### config.mk
export PLATFORM = sky130hd
export DESIGN_NAME = cnn_reduce
export DESIGN_NICKNAME = d
export VERILOG_FILES = /design/src/hdl/cnn_pkg.sv /design/src/hdl/cnn_reduce.sv
export SDC_FILE = /design/constraint.sdc
export NUM_CORES = 1
export LEC_CHECK = 0
export ABC_AREA = 1
export BUFFER_PORTS_ARGS = -buffer_cell sky130_fd_sc_hd__buf_2
export CAP_MARGIN = 10
export CORE_ASPECT_RATIO = 2
export CORE_UTILIZATION = 25
export CTS_CLUSTER_SIZE = 12
export DETAILED_ROUTE_END_ITERATION = 8
export PLACE_DENSITY = 0.46
export SLEW_MARGIN = 15
export SYNTH_ARGS = -nofsm -noshare
export SYNTH_HDL_FRONTEND = slang
export SYNTH_SLANG_ARGS = --single-unit
### constraint.sdc
create_clock -name clk -period 8.5 [get_ports clk]
set_input_delay 1.7 -clock clk [delete_from_list [all_inputs] [get_ports clk]]
set_output_delay 1.7 -clock clk [all_outputs]
set_load 0.01 [all_outputs]
### src/hdl/cnn_pkg.sv
`timescale 1ns / 1ps
package cnn_pkg;

  // Scramble and hash multipliers.
  localparam logic [31:0] MIX_C1    = 32'h7FEB352D;
  localparam logic [31:0] MIX_C2    = 32'h846CA68B;
  localparam logic [31:0] HASH_GOLD = 32'h9E3779B9;
  localparam logic [31:0] HASH_CX   = 32'h85EBCA6B;
  localparam logic [31:0] HASH_CY   = 32'hC2B2AE35;
  localparam logic [31:0] HASH_CZ   = 32'h27D4EB2F;

  // Jitter is round((0.11 + 0.78 * m / UNIT_DEN) * 2^F), done exactly in integers.
  localparam int unsigned UNIT_DEN   = 32'd16777215;
  localparam logic [30:0] JIT_SCALE  = 31'd78;
  localparam logic [30:0] JIT_BASE   = 31'd184549365;  // 11 * UNIT_DEN
  localparam logic [31:0] HALF_DEN   = 32'd838860750;  // 100 * UNIT_DEN / 2
  localparam int          WIDE_W     = 56;
  localparam logic [31:0] RECIP_100  = 32'h51EB851F;
  localparam int          RECIP_SHR  = 37;

  typedef logic [0:0] reg_index_t;
  localparam reg_index_t REG_INV_CELL = 1'b0;
  localparam reg_index_t REG_SEED     = 1'b1;

  // Per-cell control that travels down the cell pipeline.
  typedef struct packed {
    logic            first;
    logic            last;
    logic [2:0][1:0] off;    // signed neighbor offsets, z y x from the top
  } cell_tag_t;

  function automatic logic [31:0] xs16(input logic [31:0] v);
    return v ^ (v >> 16);
  endfunction

  function automatic logic [31:0] xs15(input logic [31:0] v);
    return v ^ (v >> 15);
  endfunction

  function automatic logic [31:0] mix_a(input logic [31:0] v);
    return 32'(xs16(v) * MIX_C1);
  endfunction

  function automatic logic [31:0] mix_b(input logic [31:0] v);
    return 32'(xs15(v) * MIX_C2);
  endfunction

endpackage

### src/hdl/cnn_reduce.sv
`timescale 1ns / 1ps
module cnn_reduce #(
  parameter int FRACTION_BITS = 16
) (
  input  logic                       clk,
  input  logic                       rst,
  input  logic                       en,
  input  logic                       in_valid,
  input  cnn_pkg::cell_tag_t         in_tag,
  input  logic [2*FRACTION_BITS+3:0] in_dist,
  input  logic [31:0]                in_hash,
  output logic                       out_valid,
  input  logic                       out_ready,
  output logic [36:0]                nearest_sq_dist,
  output logic [36:0]                second_sq_dist,
  output logic [31:0]                nearest_cell_hash
);
  import cnn_pkg::*;

  localparam int DSW = 2 * FRACTION_BITS + 4;
  localparam int RS  = (2 * FRACTION_BITS >= 32) ? (2 * FRACTION_BITS - 32) : 0;
  localparam int LS  = (2 * FRACTION_BITS >= 32) ? 0 : (32 - 2 * FRACTION_BITS);

  logic [DSW-1:0] best, second, cb, cs, best_next, second_next;
  logic [31:0]    bh, bh_next;

  always_comb begin
    cb = in_tag.first ? '1 : best;
    cs = in_tag.first ? '1 : second;
    best_next   = cb;
    second_next = cs;
    bh_next     = bh;
    // Strict compares keep the earlier cell on a tie.
    if (in_dist < cb) begin
      best_next   = in_dist;
      second_next = cb;
      bh_next     = in_hash;
    end else if (in_dist < cs) begin
      second_next = in_dist;
    end
  end

  always_ff @(posedge clk) begin
    if (rst) begin
      out_valid <= 1'b0;
    end else if (en && in_valid && in_tag.last) begin
      out_valid <= 1'b1;
    end else if (out_ready) begin
      out_valid <= 1'b0;
    end
  end

  always_ff @(posedge clk) begin
    if (en && in_valid) begin
      best   <= best_next;
      second <= second_next;
      bh     <= bh_next;
      if (in_tag.last) begin
        nearest_sq_dist   <= 37'((64'(best_next) >> RS) << LS);
        second_sq_dist    <= 37'((64'(second_next) >> RS) << LS);
        nearest_cell_hash <= bh_next;
      end
    end
  end

endmodule
# After elaboration in Yosys (flattened, before gate mapping)
# Cells that the tools add are included.
dict set report word_totals {
  register_bits 209
  output_inout_bits 107
  word_cells 21
}
dict set report op_classes {
  magnitude_cmp 2
  n_mux 8
  reduce_logical 4
}
# operator n
set ops {}
lappend ops {{$mux 36} 5}
lappend ops {{$lt 36x36->1} 2}
lappend ops {{$mux 32} 1}
lappend ops {{$logic_and 1x1->1} 2}
lappend ops {{$mux 1} 2}
lappend ops {{$reduce_and 2->1} 1}
lappend ops {{$reduce_bool 2->1} 1}

# Depth between registers and ports, before layout
dict set report depth {
  depth_word 4
  ltp_mapped 18
}

# Least setup slack after synthesis
# No wires, ideal clock.
dict set report synth_path {
  path_kind {input port to flip-flop}
  startpoint {input en}
  endpoint {register nearest_cell_hash[0], enable pin}
  setup_time_ns 0.458
  arrival_ns 6.103
  setup_slack_ns 1.939
  cell_stages 4
  path_buffers 0
  path_cell_list {nand2_1 -> inv_1 -> nand2_1 -> inv_1}
}
dict set report synth_via {
  elab_chain_len 2
}
# element line_no
set synth_rtl {}
lappend synth_rtl {{start: declaration} cnn_reduce.sv:7} ;# input logic en,
lappend synth_rtl {{$logic_and 1x1->1} cnn_reduce.sv:54} ;# if (en && in_valid) begin
lappend synth_rtl {{$reduce_and 2->1 (no source line)} -}
lappend synth_rtl {{end signal: assignment} cnn_reduce.sv:61} ;# nearest_cell_hash <= bh_next;
lappend synth_rtl {{end: declaration} cnn_reduce.sv:16} ;# output logic [31:0] nearest_cell_hash
# Every way passes these cells.
# A chain may end at the register's enable or synchronous reset.

# Worst setup path in the final report
dict set report layout_path {
  startpoint {input in_tag[7] (netlist bit)}
  endpoint {register nearest_sq_dist[6] (data pin)}
}
dict set report layout_via {
  elab_chain_len 3
}
# element line_no
set layout_rtl {}
lappend layout_rtl {{start: declaration} cnn_reduce.sv:9} ;# input cnn_pkg::cell_tag_t in_tag,
lappend layout_rtl {{$mux 36 *} cnn_reduce.sv:28} ;# cb = in_tag.first ? '1 : best;
lappend layout_rtl {{$lt 36x36->1} cnn_reduce.sv:34} ;# if (in_dist < cb) begin
lappend layout_rtl {{$mux 36 *} cnn_reduce.sv:34}
lappend layout_rtl {{net best_next[6]} cnn_reduce.sv:24} ;# logic [DSW-1:0] best, second, cb, cs, best_next, second_next;
lappend layout_rtl {{end signal: assignment} cnn_reduce.sv:59} ;# nearest_sq_dist <= 37'((64'(best_next) >> RS) << LS);
lappend layout_rtl {{end: declaration} cnn_reduce.sv:14} ;# output logic [36:0] nearest_sq_dist,
# The timed path passes the listed nets; every way through them passes the cells marked *.

==> flow_metrics.py <==
metrics = {
    "finish": {
        "utilization_pct": 30.6,
        "nets": 1318,
        "final_common_cell": "nand2_1",
        "finalInstanceArea_um2": 12500,
        "area_growth_pct": 20.7,
        "mostFrequentLayoutCells": "nand2_1 (216), edfxtp_1 (208), buf_2 (179)",
        "diodes": 0,
        "filler_cell_count": 4358,
        "final_layout_size_suffix_gt1_share_pct": 19.6,
    },
    "worst_hold_path": {
        "hp-class": "reg2reg",
    },
    "drt": {
        "dr_total_vias": 7749,
        "ant_nets": 0,
        "first_iter_violations": 435,
        "via_per_inst": 4.52,
        "avgRoutedWirePerCell_um": 17.8,
        "drc_errors": 0,
        "wl_um": 30600,
        "first_pass_iters": 5,
    },
    "pwr": {
        "p_sw_share_pct": 25.6,
        "seq_power_share_pct": 47.9,
        "pwr-share-comb_pct": 13.0,
        "powerDensity_nw_per_um2": 205,
        "peakVddDrop_mv": 0.145,
        "clkPwrFrac_pct": 39.1,
        "leakage_nw": 5.29,
        "power_switching_mw": 0.659,
        "p_int_mw": 1.92,
    },
    "timing": {
        "fin_skew_ns": 0.0185,
        "hold_viol": 0,
        "finalCriticalPeriod_ns": 5.97,
        "max_freq_ghz": 0.167,
        "setup_viol": 0,
        "rsz0062_at_grt": "no",
        "worstMarginPinSlew_ns": 1.11,
        "finalWorstSetupSlack_ns": 2.53,
        "slew_headroom_pct": 26.1,
        "period_share_pct": 70.3,
        "tns_ns": 0,
        "drv_slew": 0,
    },
    "floorplan": {
        "initial_core_util_pct": 25.3,
        "boundaryPins": 188,
        "num_rows": 105,
        "die_x_um": 146,
        "core_um2": 41000,
        "dieArea_um2": 42400,
        "die_height_um": 290,
    },
    "clock_tree": {
        "clock_sinks": 209,
        "cts.path.max_buffers": 3,
        "htree_levels": 1,
        "ctsResizeCount": 0,
        "clk_latency_ns": 0.53,
        "cts_hold_buf": 0,
        "path_clk_slew_ns": 0.06,
        "cts_made_buffers": 23,
        "cts_setup_buffers": 0,
        "clockRootBuffer": "clkbuf_16",
        "cts_tree": "done",
    },
    "logic_synthesis": {
        "ys_ff_latch": 209,
        "synth_cell_types": 28,
        "synth_top_cell_by_area": "edfxtp_1",
        "ys_top_cells_by_area": "edfxtp_1 (60%), ha_1 (8.4%), nand2_1 (7.8%)",
        "syn_area_um2": 10400,
        "yosys.area.top_type_share_pct": 60.1,
        "ys_seq_area_share_pct": 60.3,
        "yosys_warnings": 0,
        "netlist_instances": 998,
        "avgSynthCellArea_um2": 10.4,
    },
    "setup_path": {
        "setup.worst_path.end_class": "flip-flop",
        "start_kind": "input pin",
        "cp_max_fo": 76,
        "cp.required_ns": 8.70,
        "criticalPathCategory": "in2reg",
        "worstPathArrival_ns": 6.18,
    },
    "global_routing": {
        "antenna_found_initial": 0,
        "track_usage_pct": 14.4,
        "grt_pass1_vias": 8103,
        "grt_pass1_wl_um": 46600,
        "grt_max_degree": 77,
        "overflow": 0,
    },
    "placed_design": {
        "place_congestion": 0.769,
        "pre_cts_ws_ns": 1.87,
        "post-dp-hpwl_um": 19900,
        "port_buffers": 179,
        "post_dp_cell_area_um2": 11800,
    },
    "run_status": {
        "status": "finished clean",
    },
    "flow_run": {
        "cap_viol_max_count": 0,
    },
}
==> path summary, 6_finish.rpt <==
kind         depth (start not counted)  slack [ns]                 end       from
min reg2reg                          2        0.45           out_valid  out_valid
max reg2reg                          9        4.41  nearest_sq_dist[6]   best[19]
min                                  2        0.45           out_valid  out_valid
max                                 11        2.53  nearest_sq_dist[6]  in_tag[7]
==> worst max-delay path, cell delays in order <==
cell     delay [ns]
buf_2          0.78
buf_4          0.42
nor2_1         0.12
ha_1           0.30
nand2_1        0.08
nor3_1         0.28
and2_1         0.23
nand3_4        0.56
nand3_4        0.62
buf_4          0.68
o21ai_0        0.34
==> registers in the layout, summed over array words and instances, names as in the netlist <==
name,flops
nearest_cell_hash,32
bh,32
second,36
best,36
out_valid,1
nearest_sq_dist,36
second_sq_dist,36
==> synthesized netlist by cell type (all sizes together) <==
cell,number
inv,125
dfxtp,1
buf,19
and2,3
clkbuf,30
a21oi,30
ha,70
o21a,3
o21ai,75
nand4,78
nor3,4
a21o,2
nor2,89
edfxtp,208
nand3,42
conb,1
nand2,218
==> area by class of cell <==
cell class | count | area (um2) | area share [%]
sequential | 209 | 6270 | 50.0
multi-input combinational | 616 | 3410 | 27.2
timing repair buffer | 192 | 993 | 7.93
tap | 535 | 669 | 5.34
clock buffer | 32 | 609 | 4.86
inverter | 125 | 474 | 3.78
clock inverter | 7 | 115 | 0.918
==> metrics by stage <==
step	hold WS [ns]	cells	power [mW]
floorplan	0.481	999	1.47
global placement	0.442	1677	1.59
detailed placement	0.449	1677	1.60
CTS	0.458	1716	2.62
global route	0.487	1716	2.70
finish	0.454	1716	2.57
==> power groups by stage <==
stage | Sequential (mW) | Combinational (mW) | Clock (mW)
finish | 1.23 | 0.334 | 1.01
global route | 1.24 | 0.381 | 1.08
CTS | 1.24 | 0.342 | 1.04
detailed placement | 1.26 | 0.340 | 0
global placement | 1.26 | 0.337 | 0
floorplan | 1.27 | 0.208 | 0
==> cell families (layout without fill, tap and decap cells) <==
family | after synthesis | in the layout | synth area share (%)
buffers and inverters | 174 | 356 | 7.07
and+or+nand+nor | 434 | 434 | 18.6
DFF | 209 | 209 | 60.3
other | 1 | 2 | 0.0361
AOI/OAI and AO/OA | 110 | 110 | 5.56
adders and majority gates | 70 | 70 | 8.43
==> metal layers <==
metal | part of all wire (%) | track usage [%] | wire length (um)
met5 | 0 | 0 | 0
met4 | 3.4 | 6.25 | 1040
met3 | 4.8 | 2.07 | 1460
met2 | 55 | 28.1 | 16900
met1 | 37 | 14.8 | 11200
No activity file was read; power rests on OpenSTA's default activity.
