<file path="src/hdl/cnn_pkg.sv">
`timescale 1ns / 1ps
package cnn_pkg;

  // Scramble and hash multipliers.
  localparam logic [31:0] MIX_C1    = 32'h7FEB352D;
  localparam logic [31:0] MIX_C2    = 32'h846CA68B;
  localparam logic [31:0] HASH_GOLD = 32'h9E3779B9;
  localparam logic [31:0] HASH_CX   = 32'h85EBCA6B;
  localparam logic [31:0] HASH_CY   = 32'hC2B2AE35;
  localparam logic [31:0] HASH_CZ   = 32'h27D4EB2F;

  // Jitter is round((0.11 + 0.78 * m / UNIT_DEN) * 2^F), done exactly in integers.
  localparam int unsigned UNIT_DEN   = 32'd16777215;
  localparam logic [30:0] JIT_SCALE  = 31'd78;
  localparam logic [30:0] JIT_BASE   = 31'd184549365;  // 11 * UNIT_DEN
  localparam logic [31:0] HALF_DEN   = 32'd838860750;  // 100 * UNIT_DEN / 2
  localparam int          WIDE_W     = 56;
  localparam logic [31:0] RECIP_100  = 32'h51EB851F;
  localparam int          RECIP_SHR  = 37;

  typedef logic [0:0] reg_index_t;
  localparam reg_index_t REG_INV_CELL = 1'b0;
  localparam reg_index_t REG_SEED     = 1'b1;

  // Per-cell control that travels down the cell pipeline.
  typedef struct packed {
    logic            first;
    logic            last;
    logic [2:0][1:0] off;    // signed neighbor offsets, z y x from the top
  } cell_tag_t;

  function automatic logic [31:0] xs16(input logic [31:0] v);
    return v ^ (v >> 16);
  endfunction

  function automatic logic [31:0] xs15(input logic [31:0] v);
    return v ^ (v >> 15);
  endfunction

  function automatic logic [31:0] mix_a(input logic [31:0] v);
    return 32'(xs16(v) * MIX_C1);
  endfunction

  function automatic logic [31:0] mix_b(input logic [31:0] v);
    return 32'(xs15(v) * MIX_C2);
  endfunction

endpackage

</file>
<file path="src/hdl/cnn_seq.sv">
`timescale 1ns / 1ps
module cnn_seq #(
  parameter int FRACTION_BITS = 16
) (
  input  logic                          clk,
  input  logic                          rst,
  input  logic                          en,
  input  logic                          pt_valid,
  output logic                          pt_ready,
  input  logic [2:0][31:0]              cell_in,
  input  logic [2:0][FRACTION_BITS-1:0] frac_in,
  output logic                          out_valid,
  output logic [2:0][31:0]              out_cell,
  output cnn_pkg::cell_tag_t            out_tag,
  output logic [2:0][FRACTION_BITS-1:0] out_frac
);
  import cnn_pkg::*;

  logic                          busy, is_last;
  logic [2:0][1:0]               cnt;   // z y x counters, 0..2
  logic [2:0][1:0]               off;
  logic [2:0][31:0]              cur_cell;
  logic [2:0][FRACTION_BITS-1:0] cur_frac;

  assign is_last  = (cnt[0] == 2'd2) && (cnt[1] == 2'd2) && (cnt[2] == 2'd2);
  assign pt_ready = en && (!busy || is_last);

  always_comb begin
    for (int a = 0; a < 3; a++) off[a] = 2'(cnt[a] - 2'd1);
  end

  always_ff @(posedge clk) begin
    if (rst) begin
      busy      <= 1'b0;
      out_valid <= 1'b0;
      cnt       <= '0;
    end else if (en) begin
      out_valid <= busy;
      if (pt_ready) begin
        busy <= pt_valid;
        cnt  <= '0;
      end else if (busy) begin
        if (cnt[0] == 2'd2) begin
          cnt[0] <= 2'd0;
          if (cnt[1] == 2'd2) begin
            cnt[1] <= 2'd0;
            cnt[2] <= 2'(cnt[2] + 2'd1);
          end else begin
            cnt[1] <= 2'(cnt[1] + 2'd1);
          end
        end else begin
          cnt[0] <= 2'(cnt[0] + 2'd1);
        end
      end
    end
  end

  always_ff @(posedge clk) begin
    if (en) begin
      for (int a = 0; a < 3; a++) begin
        out_cell[a] <= cur_cell[a] + 32'($signed(off[a]));
      end
      out_frac      <= cur_frac;
      out_tag.first <= (cnt == '0);
      out_tag.last  <= is_last;
      out_tag.off   <= off;
      if (pt_ready && pt_valid) begin
        cur_cell <= cell_in;
        cur_frac <= frac_in;
      end
    end
  end

endmodule

</file>
<file path="config.mk">
export PLATFORM = sky130hd
export DESIGN_NAME = cnn_seq
export DESIGN_NICKNAME = d
export VERILOG_FILES = /design/src/hdl/cnn_pkg.sv /design/src/hdl/cnn_seq.sv
export SDC_FILE = /design/constraint.sdc
export NUM_CORES = 1
export LEC_CHECK = 0
export BUFFER_PORTS_ARGS = -buffer_cell sky130_fd_sc_hd__buf_2
export CAP_MARGIN = 20
export CORE_UTILIZATION = 35
export CTS_BUF_LIST = sky130_fd_sc_hd__clkbuf_8
export DETAILED_ROUTE_END_ITERATION = 12
export PLACE_DENSITY = 0.62
export SYNTH_ARGS = -nofsm -noshare
export SYNTH_HDL_FRONTEND = slang
export SYNTH_SLANG_ARGS = --single-unit
</file>
<file path="constraint.sdc">
create_clock -name clk -period 8.1 [get_ports clk]
set_input_delay 1.215 -clock clk [delete_from_list [all_inputs] [get_ports clk]]
set_output_delay 1.215 -clock clk [all_outputs]
set_load 0.05 [all_outputs]
</file>
After elaboration in Yosys (flattened, before gate mapping)
Index checks and enable logic that the tools add are counted.

Register bits after elaboration: 304. Input port bits: 148. Output and inout bits: 154. Logic and storage cells: 55.

Add/subtract/negate cells: 9. Equal/unequal tests: 3. Mux-type cells: 6. Reduce and logical (&&, ||, !) cells: 15.

Operators by type and width (count): 32-bit adder (3); 6-bit 2-to-1 mux (2); 2-bit by 1-bit adder with 2-bit output, second input constant (3); 2-bit equality test, second input constant (3); 6-bit zero test (1); 2-bit 2-to-1 mux (3); 2-bit AND reduction (3); 2-bit nonzero test (3); 2-bit by 1-bit subtractor with 2-bit output, second input constant (3); 1-bit logical AND (4); 4-bit 2-to-1 mux (1); 4-bit AND reduction (1); 3-bit AND reduction (1); 1-bit zero test (1); 1-bit logical OR (1).

Depth between registers and ports, before layout
Gate-level depths: netlist (run 1).

Word-level depth: 7. Depth in mapped cells: 14. Mapped depth without buffers: 13.

Worst setup path after synthesis (run 1)
No wires, ideal clock.

Path kind: input port to flip-flop. Start: in en. End: reg cur_cell[0] (netlist bit), enable pin. Library setup time: 0.649 ns. Arrival: 7.571 ns. Required time: 7.451 ns. Path slack: -0.120 ns. Cell stages on the path: 3. Buffers on the path: 1. Path through: buf_1 > nand2_1 > nor2_1.

Word-level cells in the longest chain between the ends: 3.

RTL lines: from (decl) (RTL line cnn_seq.sv:7) `input logic en,`; 1-bit logical AND (RTL line cnn_seq.sv:26) `assign pt_ready = en && (!busy || is_last);`; 1-bit logical AND (RTL line cnn_seq.sv:67) `if (pt_ready && pt_valid) begin`; 2-bit AND reduction (no line) *; to (signal assigned) (RTL line cnn_seq.sv:68) `cur_cell <= cell_in;`; to (decl) (RTL line cnn_seq.sv:22) `logic [2:0][31:0] cur_cell;`.

Every way passes the cells marked *; elsewhere a longest branch is shown, timed or not. A chain may end at the register's enable or synchronous reset.

==> metrics.txt, run 1 <==
status finished, final reports clean; Final Skew 0.02749 ns; Design Area, Final 17470 um^2; Crit path arrival time 4.55 ns; Synth cell types 67; ranking of synthesized cells by area edfxtp_1 (63%), ha_1 (10%), xnor2_1 (3.3%), a21o_1 (3.1%), a21oi_1 (2.5%); Core Rows 73; clock tree buffer depth 3; area of the multi-input gates 4955 um^2; core area 39820 um^2; post_cts resized 0; Post-Synthesis Mean Instance Area 14.14 um^2; GRT met2 Usage 24.99%; CP Max Fanout 21; buffers added on ports 301; first-pass GRT wire length 50.47 mm; storage element area 9049 um^2; Hold-fix buffers, CTS 0; die area 41300 um^2; vias in the first global route 9615; DP Worst Slack 4.040 ns; post-synthesis cell count 1002; period utilization 50.00%; final WL 32.61 mm; peak supply drop 0.1438 mV; Hold Vio Cnt, Final 0; gr busiest metal met2; Period minus WS final 4.050 ns; Pwr Density 230.2 nW/um^2; Root Buffer clkbuf_8; placed inst area 16330 um^2; fin. max-slew vios 0; detailed-route via count 9406; RSZ-0062 raised after global routing false; GR Util met3 4.570%; Routed Antenna Nets 0; worst slew pin tran 0.8308 ns; Num CTS Buffers 57; Die Height 203.2 um; CP required 8.60 ns; mapped cell area 14170 um^2; Setup Buffers After CTS 0; Placer Congestion 0.8719; Setup crit end kind register; Post-synth EDFFs 296; WL/cell 16.90 um; Worst setup SP type register; vias per cell 4.874; Setup WS post-layout 4.050 ns; setup violators final 0; Top Ports 302; global-route track usage on met1 19.21%; fin util 43.88%; Main synth FF type edfxtp_1; initial antenna violation count 8; TNS Setup 0 ns; post-synth top area cell edfxtp_1; critical path class register to register; post-synthesis sequential area ratio 63.85%; pin count of the biggest net entering global routing 66; syn_nets 1266; synth warn 0; Filler cells 3775; Post-route DRC 0; top-area cell type share of the netlist area 62.72%; Async S/R FF share, synth 0%; share of cells above drive strength 1 28.93%; Starting Density 35.59%; Clock Latency Late Sink 0.64 ns; cell with the most instances after synthesis edfxtp_1; All-Layer GR Usage 15.67%; overall power 4.022 mW; Clk pin slew, worst setup/hold paths 0.06 ns; Synth Register Bits 304; relative slew slack 44.61%; Hold WC Path Type register to register; Max Freq 246.9 MHz; Initial DRC Count 408; Die Span X 203.2 um; leakage power 6.911 nW; CTS tree yes; max cap viols 0; Pre-antenna DRT Iters 4; DP HPWL 23.44 mm; grt total ovfl 0; clk sinks 304; Layout area overhead 23.30%; Post-synth top cells edfxtp_1 (296), ha_1 (113), a21oi_1 (70), a21o_1 (59), nand2_1 (54); nets@finish 1618; H-tree levels 2
==> layer usage <==
metal / up-vias / share of wire (%)
met3: 85 / 6.7
met2: 266 / 47
met5: - / 0.11
met1: 4478 / 43
li1: 4571 / -
met4: 6 / 3.9
==> state kept, by name, summed over array words and instances (netlist names) <==
| name | flops |
|---|---|
| out_tag | 8 |
| cnt | 6 |
| out_valid | 1 |
| cur_cell | 96 |
| cur_frac | 48 |
| out_frac | 48 |
| busy | 1 |
| out_cell | 96 |
==> layout make-up <==
class                   count  area share, %
repair buffers            309          9.001
diodes                      5        0.07161
clock buffers              57          4.490
inverters                  26         0.5585
well taps                 525          3.759
multi-input cells         656          28.36
clock inverters            48          1.976
flip-flops and latches    304          51.79
==> path summary, 6_finish.rpt <==
kind | from | to | slack [ns] | cells past startpoint
setup / recovery | cnt[0] | out_cell[28] | 4.05 | 14
hold / removal | cur_frac[1] | out_frac[1] | 0.41 | 0
setup reg to reg | cnt[0] | out_cell[28] | 4.05 | 14
hold reg to reg | cur_frac[1] | out_frac[1] | 0.41 | 0
==> logic make-up after synthesis <==
logic type               after synthesis  share of synthesized area, %
flip-flops                           304                         63.85
XOR/XNOR                              89                         5.501
multiplexers                           1                       0.07064
AND/OR/NAND/NOR                      191                         6.507
adder cells (fa/ha/maj)              116                         10.40
AO/OA/AOI/OAI                        259                         12.43
buffers and inverters                 42                         1.236
==> critical path, cell delays in order (launching register included) <==
cell and delay (ns):
dfxtp_1 0.36, inv_1 0.10, ha_1 0.38, inv_1 0.41, buf_4 0.35, ha_1 0.29
nor2b_1 0.16, o2111ai_1 0.18, nand2_1 0.11, o41ai_2 0.39, o31a_1 0.25, o31a_2 0.25
o211ai_1 0.19, a2111o_1 0.41, nand3_1 0.08
==> cells in the final DEF (no fill, tap or decap), types with 6 or more instances in the layout <==
master	count
a31oi_1	9
nor3_1	7
and3_1	6
nor2_1	46
buf_4	8
xor2_1	36
nand2_1	54
xnor2_1	53
a211oi_1	9
o31ai_1	7
nor2b_1	13
inv_1	44
buf_2	300
o21ai_1	10
a21o_1	59
clkinv_1	17
dfxtp_1	8
clkbuf_8	57
a21oi_1	70
o211ai_1	7
nand2b_1	10
o21ai_0	29
edfxtp_1	296
o21a_1	10
nand4_1	16
ha_1	113
nand3_1	21
o21bai_1	9
==> power by group <==
group | switching, mW | leakage (nW) | internal [mW]
clock network | 0.656 | 0.636 | 0.818
logic | 0.467 | 3.40 | 0.198
registers | 0.0306 | 2.88 | 1.85
total | 1.15 | 6.91 | 2.87
==> through the flow <==
step / std cells / hold slack (ns)
6_report: 1930 / 0.4094
5_1_grt: 1928 / 0.4174
4_1_cts: 1925 / 0.4119
3_3_place_gp: 1820 / 0.4016
3_5_place_dp: 1820 / 0.4045
2_1_floorplan: 1002 / 0.4003
Power figures use the tool's default switching activity.
==> inputs of run 2 (changes only) <==
Settings changed: PLACE_DENSITY 0.62 to 0.6.
Clock period 8.1 ns to 4.2 ns, I/O delays scaled along.
==> run 2 against run 1 <==
Global-route usage shrank 0.39 points. Flip-flop and latch count stayed put. Routed wire length down 1.7%. Critical endpoint is now out_cell[60].
==> metrics.txt, run 2 (synthesis results as in run 1) <==
status finished, final reports clean; vias per cell 4.826; die area 41300 um^2; Final Skew 0.01485 ns; buffers added on ports 301; clock tree buffer depth 3; pin count of the biggest net entering global routing 95; Internal 5.306 mW; Period minus WS final 3.749 ns; Die Span X 203.2 um; Core Rows 73; period utilization 89.25%; All-Layer GR Usage 15.28%; detailed-route via count 9266; minimum setup slack among reg-to-reg paths 0.45 ns; Root Buffer clkbuf_8; Max Freq 266.8 MHz; Top Ports 302; max cap viols 0; Starting Density 35.59%; Crit path arrival time 4.12 ns; Setup crit end kind register; Clock Latency Late Sink 0.63 ns; most common cell after layout, fill and taps aside buf_2; critical path class register to register; Post-route DRC 0; vias in the first global route 9309; Pre-antenna DRT Iters 4; Filler cells 3737; CP Max Fanout 19; Clk pin slew, worst setup/hold paths 0.06 ns; worst hold slack 0.1701 ns; Setup WS post-layout 0.4513 ns; DP HPWL 23.50 mm; relative slew slack 36.18%; top sig layer met5; Initial DRC Count 381; initial antenna violation count 7; final WL 32.07 mm; met3 WL 2.017 mm; overall power 7.510 mW; Layout area overhead 22.54%; Routed Antenna Nets 0; Die Height 203.2 um; share of cells above drive strength 1 29.50%; fin. max-slew vios 0; NetSw 2.204 mW; Hold Vio Cnt, Final 0; sequential share of power 48.4%; commonest cells after routing, fill and taps aside buf_2 (300), edfxtp_1 (296), ha_1 (113); Hold-fix buffers, CTS 0; first-pass GRT wire length 48.92 mm; grt total ovfl 0; leakage power 6.863 nW; Num CTS Buffers 55; TNS Setup 0 ns; met2 wire length 15.33 mm; Hold WC Path Type input pin to register; met1 WL 13.44 mm; FF-to-FF path depth 13; RSZ-0062 raised after global routing false; clk sinks 304; DP Worst Slack 0.4030 ns; Clock power frac 34.6%; setup violators final 0; Pwr Density 432.5 nW/um^2; Comb power frac 17.0%; Setup Buffers After CTS 0; H-tree levels 2; CTS tree yes; nets@finish 1617; peak supply drop 0.3476 mV; Worst setup SP type register; core area 39820 um^2; Sw Ratio 29.35%; post_cts resized 0; WL/cell 16.70 um; Placer Congestion 0.8960; Hold Crit Depth 1; CP required 4.58 ns; Top Registers cur_cell (96), out_cell (96); worst slew pin tran 0.9573 ns
[run 2: metal layers]
layer  vias to the layer above  track usage, %
met2                       263           25.01
li1                       4559               -
met5                         -               0
met4                        10           8.298
met1                      4352           18.30
met3                        82           4.075
[run 2: cell type report]
type	instances	area (um^2)	area share [%]
Antenna cell	2	5.005	0.02882
Clock buffer	55	757.0	4.359
Clock inverter	42	252.7	1.455
Inverter	26	97.59	0.5620
Multi-Input combinational cell	656	4955	28.53
Sequential cell	304	9049	52.11
Tap cell	525	656.9	3.783
Timing Repair Buffer	310	1593	9.172
[run 2: through the flow]
step	area (um^2)	util, %	cells
floorplan	14180	-	1002
global placement	16350	41.06	1821
detailed placement	16350	41.06	1821
CTS	17360	43.59	1918
global route	17370	43.61	1920
finish	17370	43.61	1920
[run 2: path summary, 6_finish.rpt]
kind                        to          from
setup / recovery  out_cell[60]        cnt[2]
hold / removal     cur_frac[4]    frac_in[4]
setup reg to reg  out_cell[60]        cnt[2]
hold reg to reg   out_frac[27]  cur_frac[27]
[run 2: power by group through the flow]
stage                     Sequential (mW)  Combinational (mW)  Clock (mW)
final                                3.63                1.28        2.60
after floorplan                      4.12               0.496           0
after detailed placement             3.69                1.29           0
after global routing                 3.65                1.38        2.83
after CTS                            3.64                1.29        2.72
after global placement               3.69                1.28           0
[run 2: critical path: stages, from the launching register on]
cell	delay (ns)
dfxtp_1	0.36
inv_1	0.10
ha_1	0.38
inv_1	0.48
buf_4	0.36
ha_1	0.31
a21o_1	0.17
a21oi_1	0.17
o21a_1	0.14
nand2_1	0.11
a21o_1	0.26
a31o_2	0.28
a221oi_2	0.26
xnor2_1	0.10
==> inputs of run 3 (changes only) <==
Settings changed: PLACE_DENSITY 0.6 to 0.62.
Clock period 4.2 ns to 3.2 ns, I/O delays scaled along.
==> run 3 against run 2 <==
Clock power is 30% higher. Largest power group unchanged. Maximum frequency is 17% higher. Die area stayed put. Via count is 12% higher. Largest cell class unchanged. Clock skew is 0.0074 ns higher. Worst setup slack worse by 0.45 ns. Combinational power is 62% higher. Non-clock buffer count is 254 higher.
==> metrics.txt, run 3 (synthesis results as in run 1) <==
status finished, final reports clean; Top Ports 302; WL/cell 16.42 um; Hold WC Path Type input pin to register; delay-heaviest family, CP compound AO/OA/AOI/OAI gates; commonest cells after routing, fill and taps aside buf_2 (300), edfxtp_1 (296), dlygate4sd3_1 (144); fin. max-slew vios 0; Num CTS Buffers 54; CP Max Fanout 5; Die Height 203.2 um; Max Freq 312.7 MHz; Sw Ratio 29.33%; Design Area, Final 20510 um^2; gr busiest metal met2; vias in the first global route 10570; CTS tree yes; Top Registers cur_cell (96), out_cell (96); CP Buf/Inv Count 5; peak supply drop 0.3263 mV; Slowest-stage cell, CP dfxtp_2; H-tree levels 2; Pre-antenna DRT Iters 5; Root Buffer clkbuf_8; clock tree buffer depth 3; critical path class register to register; Initial DRC Count 406; NetSw 3.001 mW; clk sinks 304; Comb power frac 20.3%; Die Span X 203.2 um; DP Worst Slack -0.1449 ns; Filler cells 3429; die area 41300 um^2; leakage power 8.133 nW; core area 39820 um^2; Final Skew 0.02222 ns; Hold Vio Cnt, Final 0; Post-route DRC 0; period utilization 99.93%; Placer Congestion 0.9333; RSZ-0062 raised after global routing true; Setup WS post-layout 0.002375 ns; Clock Latency Late Sink 0.63 ns; Levels on crit path 15; final WL 35.61 mm; slowest stage delay, CP 0.33 ns; worst hold slack 0.1112 ns; Internal 7.231 mW; vias per cell 4.768; setup violators final 0; Setup crit end kind register; first-pass GRT wire length 54.30 mm; Period minus WS final 3.198 ns; most common cell after layout, fill and taps aside buf_2; detailed-route via count 10340; max cap viols 0; initial antenna violation count 2; sequential share of power 46.7%; pin count of the biggest net entering global routing 109; worst slew pin tran 0.7094 ns; area of the multi-input gates 5682 um^2; Starting Density 35.59%; CP required 3.56 ns; nets@finish 1870; grt total ovfl 0; CP most frequent cell ha_4; GR Util met3 3.292%; Pwr Density 498.8 nW/um^2; storage element area 9056 um^2; Clock power frac 33.0%; Core Rows 73; fin util 51.51%; global-route track usage on met1 20.71%; DP HPWL 23.92 mm; share of cells above drive strength 1 37.43%; All-Layer GR Usage 16.67%; Hold Crit Depth 1; worst-path cell chain inv_2, ha_4, clkinvlp_4, buf_12, buf_6, ha_4, o2111ai_2, nand2_2, o41ai_4, o31a_1, o31a_2, o211ai_1, buf_4, a2111o_1, nand3_1; Crit path arrival time 3.56 ns; Layout area overhead 44.76%; buffers added on ports 301; Worst setup SP type register; Clk pin slew, worst setup/hold paths 0.06 ns; FF-to-FF path depth 15; relative slew slack 52.71%; overall power 10.23 mW; placed inst area 17300 um^2; GRT met2 Usage 27.82%; Routed Antenna Nets 0
[run 3: cell count changes in the layout (fill, tap and decap cells not counted), moves of 15 or more]
cell           delta
a21oi_1          -16
ha_1             -38
a21oi_2          +15
dlygate4sd3_1   +144
buf_4            +97
ha_4             +33
[run 3: layout make-up]
class | count | share of cell area, %
sequential | 304 | 44.15
multi-input combinational | 656 | 27.70
timing repair buffer | 564 | 19.60
clock buffer | 54 | 3.623
tap | 525 | 3.202
clock inverter | 39 | 1.189
inverter | 26 | 0.5306
antenna | 1 | 0.01220
[run 3: final timing paths]
kind | from | to | slack, ns
max | cnt[1] | out_cell[28] | 0.002
min | en | out_tag[4] | 0.11
max reg2reg | cnt[1] | out_cell[28] | 0.002
min reg2reg | cur_frac[46] | out_frac[46] | 0.41
[run 3: power by group through the flow]
stage | Clock (mW) | Combinational (mW) | Sequential, mW
after global placement | 0 | 1.80 | 4.85
after CTS | 3.50 | 1.98 | 4.78
after detailed placement | 0 | 1.81 | 4.85
after global routing | 3.66 | 2.23 | 4.80
after floorplan | 0 | 0.675 | 5.41
final | 3.38 | 2.08 | 4.78
[run 3: routing by layer]
layer | wire length (um) | vias to the layer above | part of all wire (%)
li1 | - | 5062 | -
met1 | 15090 | 4919 | 42
met2 | 17430 | 275 | 49
met3 | 1804 | 84 | 5.1
met4 | 1271 | 2 | 3.6
met5 | 11 | - | 0.031
[run 3: repair_timing]
| action | CTS | global route |
|---|---|---|
| hold buffers | 144 | 0 |
| buffers inserted | 3 | 19 |
| pin swaps | 6 | 45 |
| setup endpoints to repair | 17 | 27 |
| gates resized for setup | 18 | 76 |
| cloned | 0 | 3 |
| endpoints found under the hold margin | 144 | 0 |
[run 3: through the flow]
step / cells / TNS (ns)
floorplan: 1002 / -34.27
global placement: 1906 / -0.2169
detailed placement: 1906 / -0.7948
CTS: 2146 / 0
global route: 2168 / -0.5617
finish: 2169 / 0
